`config.mk`:
```
export PLATFORM = sky130hd
export DESIGN_NAME = ir_marker_corner_sorter
export DESIGN_NICKNAME = d
export VERILOG_FILES = /design/src/rtl/core/ims_pkg.sv /design/src/rtl/core/ims_front.sv /design/src/rtl/core/ims_fifo.sv /design/src/rtl/core/ims_back.sv /design/src/rtl/core/ir_marker_corner_sorter.sv
export SDC_FILE = /design/constraint.sdc
export NUM_CORES = 1
export LEC_CHECK = 0
export BUFFER_PORTS_ARGS = -buffer_cell sky130_fd_sc_hd__clkbuf_2
export CAP_MARGIN = 0
export CORE_MARGIN = 5
export CORE_UTILIZATION = 45
export DETAILED_ROUTE_END_ITERATION = 8
export REMOVE_ABC_BUFFERS = 1
export SYNTH_ARGS = -nofsm -noshare
export SYNTH_HDL_FRONTEND = slang
export SYNTH_SLANG_ARGS = --single-unit
```
`constraint.sdc`:
```
create_clock -name clk -period 10.37 [get_ports clk]
set_input_delay 0 -clock clk [delete_from_list [all_inputs] [get_ports clk]]
set_output_delay 0 -clock clk [all_outputs]
set_load 0.01 [all_outputs]
```
`src/rtl/core/ims_pkg.sv`:
```
// ----------------------------------------------------------------------------
// ims_pkg
// Shared types and constants for the IR marker corner sorter.
// ----------------------------------------------------------------------------
package ims_pkg;

    localparam int NumSlots = 4;
    localparam int SlotW    = 2;
    localparam int CamXW    = 13;
    localparam int CamYW    = 10;
    localparam int ResW     = 12;

    localparam logic [ResW-1:0] RES_WIDTH_RESET = 12'd1024;

    // corner slot codes
    localparam logic [SlotW-1:0] SLOT_BL = 2'd0;
    localparam logic [SlotW-1:0] SLOT_TL = 2'd1;
    localparam logic [SlotW-1:0] SLOT_TR = 2'd2;
    localparam logic [SlotW-1:0] SLOT_BR = 2'd3;

    // one frame's worth of results, queued between front and back
    typedef struct packed {
        logic                                locked;
        logic [NumSlots-1:0]                 valid;
        logic [NumSlots-1:0][CamYW-1:0]      cam_y;
        logic [NumSlots-1:0][CamXW-1:0]      cam_x;
    } frame_rec_t;

endpackage

```
`src/rtl/core/ims_front.sv`:
```
// ----------------------------------------------------------------------------
// ims_front
// Frame intake: corner sort, order lock, X mirroring and held-value update.
// ----------------------------------------------------------------------------
module ims_front #(
    parameter int COORD_BITS = 10
) (
    input  logic                          clk,
    input  logic                          rst_n,
    input  logic                          push,
    input  logic [8*COORD_BITS-1:0]       in_data,
    input  logic [ims_pkg::ResW-1:0]      res_width,
    output ims_pkg::frame_rec_t           rec
);
    import ims_pkg::*;

    localparam logic [COORD_BITS-1:0] MissingCode = '1;

    logic [NumSlots-1:0][COORD_BITS-1:0] px;
    logic [NumSlots-1:0][COORD_BITS-1:0] py;
    logic [COORD_BITS-1:0]               hx, sx, hy, sy;
    logic [NumSlots-1:0]                 is_left, is_bottom;
    logic                                all_present;
    logic                                dup_found;

    logic [NumSlots-1:0][SlotW-1:0]      sorted;
    logic [NumSlots-1:0][SlotW-1:0]      corner_order_reg, corner_order_next;
    logic                                needs_sort_reg, needs_sort_next;
    logic [NumSlots-1:0][CamXW-1:0]      held_x_reg, held_x_next;
    logic [NumSlots-1:0][CamYW-1:0]      held_y_reg, held_y_next;
    logic [NumSlots-1:0]                 valid_v;

    always_comb
    begin
        all_present = 1'b1;
        for (int i = 0; i < NumSlots; i++)
        begin
            px[i] = in_data[(2*i)*COORD_BITS +: COORD_BITS];
            py[i] = in_data[(2*i+1)*COORD_BITS +: COORD_BITS];
            if (px[i] == MissingCode || py[i] == MissingCode)
            begin
                all_present = 1'b0;
            end
        end
    end

    // running top-two of X and Y; a tie does not displace the second
    always_comb
    begin
        hx = '0; sx = '0; hy = '0; sy = '0;
        for (int i = 0; i < NumSlots; i++)
        begin
            if (px[i] > sx)
            begin
                if (px[i] > hx)
                begin
                    sx = hx;
                    hx = px[i];
                end
                else
                begin
                    sx = px[i];
                end
            end
            if (py[i] > sy)
            begin
                if (py[i] > hy)
                begin
                    sy = hy;
                    hy = py[i];
                end
                else
                begin
                    sy = py[i];
                end
            end
        end
    end

    // labels; a slot nobody claims keeps its old point index
    always_comb
    begin
        sorted = corner_order_reg;
        for (int i = 0; i < NumSlots; i++)
        begin
            is_left[i]   = (px[i] >= sx);
            is_bottom[i] = (py[i] >= sy);
            if (is_left[i])
            begin
                if (is_bottom[i])
                begin
                    sorted[SLOT_BL] = SlotW'(i);
                end
                else
                begin
                    sorted[SLOT_TL] = SlotW'(i);
                end
            end
            else
            begin
                if (is_bottom[i])
                begin
                    sorted[SLOT_BR] = SlotW'(i);
                end
                else
                begin
                    sorted[SLOT_TR] = SlotW'(i);
                end
            end
        end
        dup_found = 1'b0;
        for (int i = 0; i < NumSlots; i++)
        begin
            for (int j = i + 1; j < NumSlots; j++)
            begin
                if (sorted[i] == sorted[j])
                begin
                    dup_found = 1'b1;
                end
            end
        end
    end

    always_comb
    begin
        corner_order_next = corner_order_reg;
        needs_sort_next   = needs_sort_reg;
        held_x_next       = held_x_reg;
        held_y_next       = held_y_reg;
        valid_v           = '0;
        if (all_present)
        begin
            if (needs_sort_reg)
            begin
                corner_order_next = sorted;
                needs_sort_next   = dup_found;
            end
            for (int i = 0; i < NumSlots; i++)
            begin
                held_x_next[i] = CamXW'({1'b0, res_width})
                               - CamXW'(px[corner_order_next[i]]);
                held_y_next[i] = CamYW'(py[corner_order_next[i]]);
                valid_v[i]     = 1'b1;
            end
        end
        else
        begin
            needs_sort_next = 1'b1;
            // raw order; only X decides whether a point is missing here
            for (int i = 0; i < NumSlots; i++)
            begin
                if (px[i] != MissingCode)
                begin
                    held_x_next[i] = CamXW'({1'b0, res_width}) - CamXW'(px[i]);
                    held_y_next[i] = CamYW'(py[i]);
                    valid_v[i]     = 1'b1;
                end
            end
        end
    end

    always_ff @(posedge clk or negedge rst_n)
    begin
        if (!rst_n)
        begin
            for (int i = 0; i < NumSlots; i++)
            begin
                corner_order_reg[i] <= SlotW'(i);
            end
            needs_sort_reg <= 1'b1;
            held_x_reg     <= '0;
            held_y_reg     <= '0;
        end
        else if (push)
        begin
            corner_order_reg <= corner_order_next;
            needs_sort_reg   <= needs_sort_next;
            held_x_reg       <= held_x_next;
            held_y_reg       <= held_y_next;
        end
    end

    assign rec.locked = ~needs_sort_next;
    assign rec.valid  = valid_v;
    assign rec.cam_x  = held_x_next;
    assign rec.cam_y  = held_y_next;

endmodule

```
`src/rtl/core/ims_fifo.sv`:
```
// ----------------------------------------------------------------------------
// ims_fifo
// Small register queue carrying frame records from front to back.
// ----------------------------------------------------------------------------
module ims_fifo #(
    parameter int WIDTH = 8,
    parameter int DEPTH = 2
) (
    input  logic             clk,
    input  logic             rst_n,
    input  logic             push,
    input  logic [WIDTH-1:0] push_data,
    input  logic             pop,
    output logic [WIDTH-1:0] pop_data,
    output logic             full,
    output logic             empty
);
    localparam int AW = (DEPTH > 1) ? $clog2(DEPTH) : 1;
    localparam int CW = $clog2(DEPTH + 1);
    localparam logic [AW-1:0] LastPtr  = AW'(DEPTH - 1);
    localparam logic [CW-1:0] DepthCnt = CW'(DEPTH);

    logic [WIDTH-1:0] mem_reg [DEPTH];
    logic [AW-1:0]    wr_ptr_reg, rd_ptr_reg;
    logic [CW-1:0]    count_reg;

    assign full     = (count_reg == DepthCnt);
    assign empty    = (count_reg == '0);
    assign pop_data = mem_reg[rd_ptr_reg];

    always_ff @(posedge clk)
    begin
        if (push)
        begin
            mem_reg[wr_ptr_reg] <= push_data;
        end
    end

    always_ff @(posedge clk or negedge rst_n)
    begin
        if (!rst_n)
        begin
            wr_ptr_reg <= '0;
            rd_ptr_reg <= '0;
            count_reg  <= '0;
        end
        else
        begin
            if (push)
            begin
                wr_ptr_reg <= (wr_ptr_reg == LastPtr) ? '0 : wr_ptr_reg + 1'b1;
            end
            if (pop)
            begin
                rd_ptr_reg <= (rd_ptr_reg == LastPtr) ? '0 : rd_ptr_reg + 1'b1;
            end
            if (push && !pop)
            begin
                count_reg <= count_reg + 1'b1;
            end
            else if (pop && !push)
            begin
                count_reg <= count_reg - 1'b1;
            end
        end
    end

endmodule

```
`src/rtl/core/ims_back.sv`:
```
// ----------------------------------------------------------------------------
// ims_back
// Serializes one frame record into four slot results with an output register.
// ----------------------------------------------------------------------------
module ims_back (
    input  logic                          clk,
    input  logic                          rst_n,
    input  ims_pkg::frame_rec_t           q_data,
    input  logic                          q_empty,
    output logic                          q_pop,
    output logic                          out_valid,
    input  logic                          out_ready,
    output logic [ims_pkg::SlotW-1:0]     out_slot,
    output logic [ims_pkg::CamXW-1:0]     out_cam_x,
    output logic [ims_pkg::CamYW-1:0]     out_cam_y,
    output logic                          out_point_valid,
    output logic                          out_locked,
    output logic                          out_last
);
    import ims_pkg::*;

    frame_rec_t         cur_reg;
    logic               cur_valid_reg;
    logic [SlotW-1:0]   idx_reg;
    logic               out_valid_reg;
    logic [SlotW-1:0]   slot_reg;
    logic [CamXW-1:0]   cam_x_reg;
    logic [CamYW-1:0]   cam_y_reg;
    logic               pv_reg, locked_reg, last_reg;
    logic               load_out, frame_done;

    assign load_out   = cur_valid_reg && (!out_valid_reg || out_ready);
    assign frame_done = load_out && (idx_reg == SLOT_BR);
    assign q_pop      = !q_empty && (!cur_valid_reg || frame_done);

    always_ff @(posedge clk or negedge rst_n)
    begin
        if (!rst_n)
        begin
            cur_valid_reg <= 1'b0;
            idx_reg       <= SLOT_BL;
            out_valid_reg <= 1'b0;
        end
        else
        begin
            if (load_out)
            begin
                out_valid_reg <= 1'b1;
                idx_reg       <= idx_reg + 1'b1;
            end
            else if (out_ready)
            begin
                out_valid_reg <= 1'b0;
            end
            if (q_pop)
            begin
                cur_valid_reg <= 1'b1;
            end
            else if (frame_done)
            begin
                cur_valid_reg <= 1'b0;
            end
        end
    end

    always_ff @(posedge clk)
    begin
        if (q_pop)
        begin
            cur_reg <= q_data;
        end
        if (load_out)
        begin
            slot_reg   <= idx_reg;
            cam_x_reg  <= cur_reg.cam_x[idx_reg];
            cam_y_reg  <= cur_reg.cam_y[idx_reg];
            pv_reg     <= cur_reg.valid[idx_reg];
            locked_reg <= cur_reg.locked;
            last_reg   <= (idx_reg == SLOT_BR);
        end
    end

    assign out_valid       = out_valid_reg;
    assign out_slot        = slot_reg;
    assign out_cam_x       = cam_x_reg;
    assign out_cam_y       = cam_y_reg;
    assign out_point_valid = pv_reg;
    assign out_locked      = locked_reg;
    assign out_last        = last_reg;

endmodule

```
`src/rtl/core/ir_marker_corner_sorter.sv`:
```
// ----------------------------------------------------------------------------
// ir_marker_corner_sorter
// Sorts four IR marker points into corner slots and streams them out mirrored.
// ----------------------------------------------------------------------------
//  channel   dir  handshake              payload
//  s_*       in   s_tvalid / s_tready    s_tdata: 4 points, X then Y each
//  m_*       out  m_tvalid / m_tready    m_tdata, m_tuser, m_tlast
//  cfg_*     in   cfg_wr_en              cfg_wr_data: res_width
//
//  Each frame item is classified in the cycle it is accepted (front) and
//  queued as one record; the back emits the four slot results one per cycle
//  while m_tready allows, so sustained throughput is set by the output serializer.
//  From accept to first result a frame passes the record queue, current record reg and output reg.
//  A two-entry record queue lets the front keep accepting, until full, while m_tready is low.
//  Reset: order identity, sort pending, held coordinates zero, res_width 1024.
// ----------------------------------------------------------------------------
module ir_marker_corner_sorter #(
    parameter int COORD_BITS = 10
) (
    input  logic                          clk,
    input  logic                          rst_n,
    // point1_x, point1_y, point2_x, point2_y, ..., point4_y (COORD_BITS each)
    input  logic [8*COORD_BITS-1:0]       s_tdata,
    input  logic                          s_tvalid,
    output logic                          s_tready,
    // cam_x[12:0] (signed), cam_y[22:13], zero pad [23]
    output logic [23:0]                   m_tdata,
    // slot[1:0], point_valid[2], order_locked[3]
    output logic [3:0]                    m_tuser,
    output logic                          m_tlast,
    output logic                          m_tvalid,
    input  logic                          m_tready,
    input  logic                          cfg_wr_en,
    input  logic [ims_pkg::ResW-1:0]      cfg_wr_data
);
    import ims_pkg::*;

    localparam int RecW = $bits(frame_rec_t);

    logic [ResW-1:0]  res_width_reg;
    frame_rec_t       front_rec;
    frame_rec_t       q_data;
    logic             q_full, q_empty, q_pop, push;
    logic [SlotW-1:0] slot;
    logic [CamXW-1:0] cam_x;
    logic [CamYW-1:0] cam_y;
    logic             point_valid, order_locked;

    always_ff @(posedge clk or negedge rst_n)
    begin
        if (!rst_n)
        begin
            res_width_reg <= RES_WIDTH_RESET;
        end
        else if (cfg_wr_en)
        begin
            res_width_reg <= cfg_wr_data;
        end
    end

    assign s_tready = ~q_full;
    assign push     = s_tvalid & ~q_full;

    ims_front #(
        .COORD_BITS (COORD_BITS)
    ) u_front (
        .clk       (clk),
        .rst_n     (rst_n),
        .push      (push),
        .in_data   (s_tdata),
        .res_width (res_width_reg),
        .rec       (front_rec)
    );

    ims_fifo #(
        .WIDTH (RecW),
        .DEPTH (2)
    ) u_fifo (
        .clk       (clk),
        .rst_n     (rst_n),
        .push      (push),
        .push_data (front_rec),
        .pop       (q_pop),
        .pop_data  (q_data),
        .full      (q_full),
        .empty     (q_empty)
    );

    ims_back u_back (
        .clk             (clk),
        .rst_n           (rst_n),
        .q_data          (q_data),
        .q_empty         (q_empty),
        .q_pop           (q_pop),
        .out_valid       (m_tvalid),
        .out_ready       (m_tready),
        .out_slot        (slot),
        .out_cam_x       (cam_x),
        .out_cam_y       (cam_y),
        .out_point_valid (point_valid),
        .out_locked      (order_locked),
        .out_last        (m_tlast)
    );

    assign m_tdata = {1'b0, cam_y, cam_x};
    assign m_tuser = {order_locked, point_valid, slot};

endmodule
```
==> metrics.cfg, run 1 <==
[setup_path]
cp_slowest_cell=or4b_4
rr_startpoint=u_front.needs_sort_reg$_DFFE_PN1P_
ff2ff_setup_slack_ps=6170
cp.depth=63
critical_path_buf_inv_count=12
endpoint_kind=flip-flop
crit_required_ps=10810
path_max_fanout=6
start_kind=input pin
crit_family=simple AND/OR/NAND/NOR gates
reg2reg_depth=19
slowest_delay_ps=590
arrival_ps=11270
worst-setup-path-type=in -> reg
timing.rr.end=u_front.held_x_reg[23]$_DFFE_PN0P_

[routing]
vias=26400
top_layer=met5
drc=0
met1_length_mm=45.2
drt-initial-drc-count=2451
detail_route.first_pass.iterations=5
met3_length_mm=7.36
routed_wirelength_mm=103
vias_per_cell=5.83
wl_per_cell_um=22.8
met2WireLength_mm=47.2
ant_nets=0

[logic_synthesis]
syn_area_um2=29900
yosys.area.top_type=edfxtp_1
ys_ff_latch=440
netlist.area_leader.share_pct=32.0
synth_area_per_cell_um2=10.0
synth-edff-count=319
synth_cell_types=87
seq_area_frac_synth_pct=42.1
synthTopCellsByArea=edfxtp_1 (32%), ha_1 (11%), dfrtp_1 (9.6%)
async_reset_ff_share_pct=27.5
synthFlopType=edfxtp_1
yosys_warnings=0
netlist_instances=2990

[worst_hold_path]
hp-class=in -> async

[timing]
holdWs_ps=-1.11
setup_slack_ps=-465
finalMaxSlewViolations=0
relSlewSlack_pct=17.1
fin_crit_ps=10830
fmax_mhz=92.3
worst_slew_pin_slew_ps=1240
fin_worst_skew_ps=29.7
rsz0062_at_grt=true
post-route-period-util_pct=104
setup_viol=71
finalHoldViolCount=2

[clock_tree]
clock_latency_ps=570
numCtsBuffers=43
clk_pin_slew_worst_paths_ps=70
htreeDepth=2
cts.sinks=440
cts_root_buffer=clkbuf_16
clockBufferDepth=3
cts_tree=yes

[outcome]
status=finished, violations left
violations=negative hold slack, negative setup slack

[placement]
placed_area_um2=34500
dp_hpwl_mm=73.3
dpl_worst_slack_ps=-2270
io_buffers=126
gp_congestion=0.941
dp_cells=4279

[pwr]
leakage_nw=16.8
fin_total_pwr_mw=12.7
p_per_area_nw_per_um2=325
peakVddDrop_uv=198

[layout]
syn_to_final_growth_pct=30.6
regArea_um2=12600
largest_reg_flops=194
fillCellCount=5621
final_common_cell=buf_4
fin_util_pct=59.4
antenna_cells=0
multi_input_area_um2=17500
fin_nets=3991
final_cells=4531
stdcell_area_um2=39100
layout_common_cells=buf_4 (555), nand2_1 (393), edfxtp_1 (319), ha_1 (228), mux2_2 (178)
layout-drive-gt1-share_pct=36.0

[floorplanning]
rows=94
die_area_um2=71800
die_w_um=268
die_h_um=268
initial_utilization_pct=45.5
coreArea_um2=65900
ioPinCount=128

[run]
maxCapViolCount=0

[grt]
grt_pass1_vias=26700
grt_pass1_wl_mm=156
antenna_found_initial=1
track_usage_pct=28.0
grt_max_degree=89
overflow=0

cell families (layout without fill, tap and decap cells):
family	count (synthesis)	in the layout	synth area share (%)
AOI/OAI and AO/OA	737	737	15.0
xor gates and xnor gates	54	54	1.58
adders and majority gates	265	265	11.3
buffers and inverters	327	1004	4.43
DFF	440	440	42.1
muxes	309	309	12.7
other	1	1	0.0125
and+or+nand+nor	857	857	12.9
how the worst max path moves through the flow:
stage	slack, ps	endpoint	from
2_1_floorplan	-3340	u_front.held_x_reg[24]$_DFFE_PN0P_	s_tdata[19]
3_3_place_gp	-2140	u_front.held_x_reg[10]$_DFFE_PN0P_	s_tdata[19]
3_5_place_dp	-2270	u_front.held_x_reg[24]$_DFFE_PN0P_	s_tdata[19]
4_1_cts	-370	u_front.held_x_reg[38]$_DFFE_PN0P_	s_tdata[3]
5_1_grt	-1150	u_front.held_x_reg[37]$_DFFE_PN0P_	s_tdata[3]
6_report	-460	u_front.held_x_reg[10]$_DFFE_PN0P_	s_tdata[37]
synth_stat cells (all sizes together), types with 32 or more instances:
master / instances
mux2: 199
nor2b: 39
o21ai: 226
nand2: 404
nor3: 42
a31oi: 41
a21o: 53
mux2i: 74
xnor2: 42
edfxtp: 319
buf: 46
dfrtp: 115
mux4: 36
nand4: 32
inv: 164
a21oi: 223
o22ai: 44
ha: 254
nand2b: 65
a211oi: 51
clkbuf: 116
nor2: 185
metrics by stage:
step | TNS, ps | hold WS, ps
6_report | -18530 | -1.11
5_1_grt | -71940 | 10.9
4_1_cts | -9590 | 2.63
3_5_place_dp | -275580 | 45.9
3_3_place_gp | -244370 | 36.3
2_1_floorplan | -322360 | -296
layout make-up:
| cell class | instances | area share (%) |
|---|---|---|
| clock buffer | 57 | 3.10 |
| tap | 864 | 2.76 |
| clock inverter | 23 | 0.780 |
| inverter | 165 | 1.62 |
| multi-input combinational | 2223 | 44.8 |
| sequential | 440 | 32.3 |
| timing repair buffer | 759 | 14.7 |
power breakdown:
part | total [mW] | switching (mW) | internal (mW)
clock | 1.68 | 0.693 | 0.983
combinational | 7.70 | 3.94 | 3.76
sequential | 3.33 | 0.300 | 3.03
total | 12.7 | 4.94 | 7.77
routing by layer:
metal / track usage (%) / vias up
met2: 45.0 / 1036
met4: 8.94 / 2
met5: 0 / -
met3: 3.62 / 242
li1: - / 12200
met1: 39.7 / 12900
worst reg2reg max path, stage by stage (launching register included):
cell,delay [ps]
dfstp_2,710
inv_1,190
o41ai_4,460
buf_4,210
a21oi_2,80
buf_4,140
buf_4,120
fa_2,360
a21oi_2,150
nor2_1,50
nor2_1,120
o21ai_1,90
a21oi_2,180
o21ai_2,80
a21oi_2,170
o21bai_1,100
a21oi_2,220
a221oi_2,100
o22a_1,260
mux2_4,270
repair_timing:
item / CTS / global route
pin swaps: 172 / 144
hold buffers: 39 / 0
endpoints found under the setup margin: 187 / 137
resized for setup: 277 / 147
gates cloned: 3 / 0
buffers inserted: 108 / 28
hold endpoints to repair: 104 / 0
Note: power is estimated with default switching activity, not from simulation.
==> inputs of run 2 (changes only) <==
- SYNTH_HIERARCHICAL: not set -> 1
==> metrics.cfg, run 2 <==
[timing]
finalHoldViolCount=0
relSlewSlack_pct=7.66
setup_slack_ps=-146
fin_worst_skew_ps=26.2
finalMaxSlewViolations=0
setup_viol=21
rsz0062_at_grt=true
tns_ps=-1200
fmax_mhz=95.1
worst_slew_pin_slew_ps=1380
holdWs_ps=24.2
post-route-period-util_pct=101
fin_crit_ps=10520

[clock_tree]
clk_pin_slew_worst_paths_ps=70
clock_latency_ps=570
cts_root_buffer=clkbuf_16
numCtsBuffers=44
cts.sinks=440
cts_tree=yes
htreeDepth=2
clockBufferDepth=3

[layout]
layout-drive-gt1-share_pct=38.9
largest_reg_flops=194
fin_nets=3835
final_common_cell=buf_4
layout_common_cells=buf_4 (536), edfxtp_1 (319), nand2_1 (267), ha_1 (217), mux2_2 (155)
fillCellCount=5578
syn_to_final_growth_pct=30.8
multi_input_area_um2=18100
regArea_um2=12600

[logic_synthesis]
ys_ff_latch=440
synth_cell_types=100
synth_area_per_cell_um2=10.6
synthFlopType=edfxtp_1
syn_area_um2=30300
yosys.area.top_type=edfxtp_1
synthTopCellsByArea=edfxtp_1 (32%), ha_1 (11%), dfrtp_1 (9.5%)
synth-edff-count=319
netlist.area_leader.share_pct=31.6
async_reset_ff_share_pct=27.5
netlist_instances=2851
seq_area_frac_synth_pct=41.7
yosys_warnings=6
synth.most_common_cell=edfxtp_1
synth_commonest_cells=edfxtp_1 (319), nand2_1 (290), ha_1 (256)

[grt]
grt_pass1_vias=26400
antenna_found_initial=3
overflow=0
grt_pass1_wl_mm=156
grt_max_degree=82
track_usage_pct=27.2

[floorplanning]
die_w_um=269
coreArea_um2=66900
die_h_um=269
initial_utilization_pct=45.2
rows=95
ioPinCount=128
die_area_um2=72600

[setup_path]
crit_required_ps=10870
cp_common_cell=or3_4
worst-setup-path-type=in -> reg
reg2reg_depth=24
critical_path_buf_inv_count=6
crit_family=compound AO/OA/AOI/OAI gates
path_max_fanout=8
arrival_ps=11010
slowest_delay_ps=570
start_kind=input pin
cp_slowest_cell=mux4_2
cp.depth=62
endpoint_kind=flip-flop

[outcome]
violations=negative setup slack
status=finished, violations left

[routing]
ant_nets=0
drc=0
detail_route.first_pass.iterations=5
vias=26000
vias_per_cell=5.93
drt-initial-drc-count=2269
routed_wirelength_mm=103
wl_per_cell_um=23.4

[placement]
io_buffers=126
gp_congestion=0.964
dp_hpwl_mm=72.2
dpl_worst_slack_ps=-2070

[pwr]
p_per_area_nw_per_um2=316
leakage_nw=16.6
peakVddDrop_uv=190

[worst_hold_path]
hp-class=in -> async

[run]
maxCapViolCount=0

run 2: layer usage:
metal  vias to the layer above  routed length, µm  share of wire [%]  global-route usage [%]
li1                      11900                  -                  -                       -
met1                     12800              44600                 43                    38.4
met2                      1072              47100                 46                    44.1
met3                       238               7510                7.3                    3.59
met4                         0               3560                3.5                    8.14
met5                         -                  0                  0                       0
run 2: what timing repair did:
item / CTS / global route
endpoints found under the setup margin: 131 / 105
endpoints found under the hold margin: 99 / 1
hold buffers: 32 / 1
setup buffers: 60 / 52
gates resized for setup: 243 / 248
pin swaps: 149 / 166
gates cloned: 3 / 0
run 2: final cells by class:
type | instances | area share [%]
repair buffers | 738 | 14.3
clock buffers | 60 | 3.06
inverters | 157 | 1.54
multi-input cells | 2093 | 45.6
diodes | 1 | 0.00632
well taps | 873 | 2.76
clock inverters | 22 | 0.819
flip-flops and latches | 440 | 31.9
run 2: path summary, 6_finish.rpt:
path / to / slack, ps / start
worst max register to register: u_front/held_x_reg[10]$_DFFE_PN0P_ / 5820 / u_front/needs_sort_reg$_DFFE_PN1P_
worst min register to register: u_back/out_locked$_DFFE_PP_ / 440 / u_back/cur_reg[96]$_DFFE_PP_
worst min-delay path: u_front/held_x_reg[0]$_DFFE_PN0P_ / 20 / rst_n
min in group clk: u_front/held_y_reg[20]$_DFFE_PN0P_ / 40 / s_tdata[10]
worst max-delay path: u_front/held_x_reg[50]$_DFFE_PN0P_ / -150 / s_tdata[39]
max in group asynchronous: u_front/held_y_reg[25]$_DFFE_PN0P_ / 8990 / rst_n
run 2: where the power goes:
part / switching, mW / internal [mW] / leakage [nW]
Sequential: 0.294 / 3.00 / 4.36
Combinational: 3.82 / 3.71 / 11.5
Clock: 0.713 / 0.983 / 0.736
run 2: cells by family (layout without fill, tap and decap cells):
logic type      after synthesis  count (layout)  share of synthesized area [%]
mux                         313             313                           13.8
fa+ha+maj                   265             265                           11.1
simple gates                715             716                           11.0
flops                       440             440                           41.7
other cells                   1               2                         0.0124
compound gates              749             749                           16.4
xor+xnor                     49              49                           1.42
buf+inv                     319             977                           4.56
run 2: metrics by stage:
step	total power, mW	util [%]	cells	area (µm²)
2_1_floorplan	7.16	-	2689	29500
3_3_place_gp	9.64	52.1	4159	34900
3_5_place_dp	9.86	52.1	4159	34900
4_1_cts	12.0	57.0	4335	38200
5_1_grt	13.3	59.2	4384	39600
6_report	12.5	59.2	4384	39600
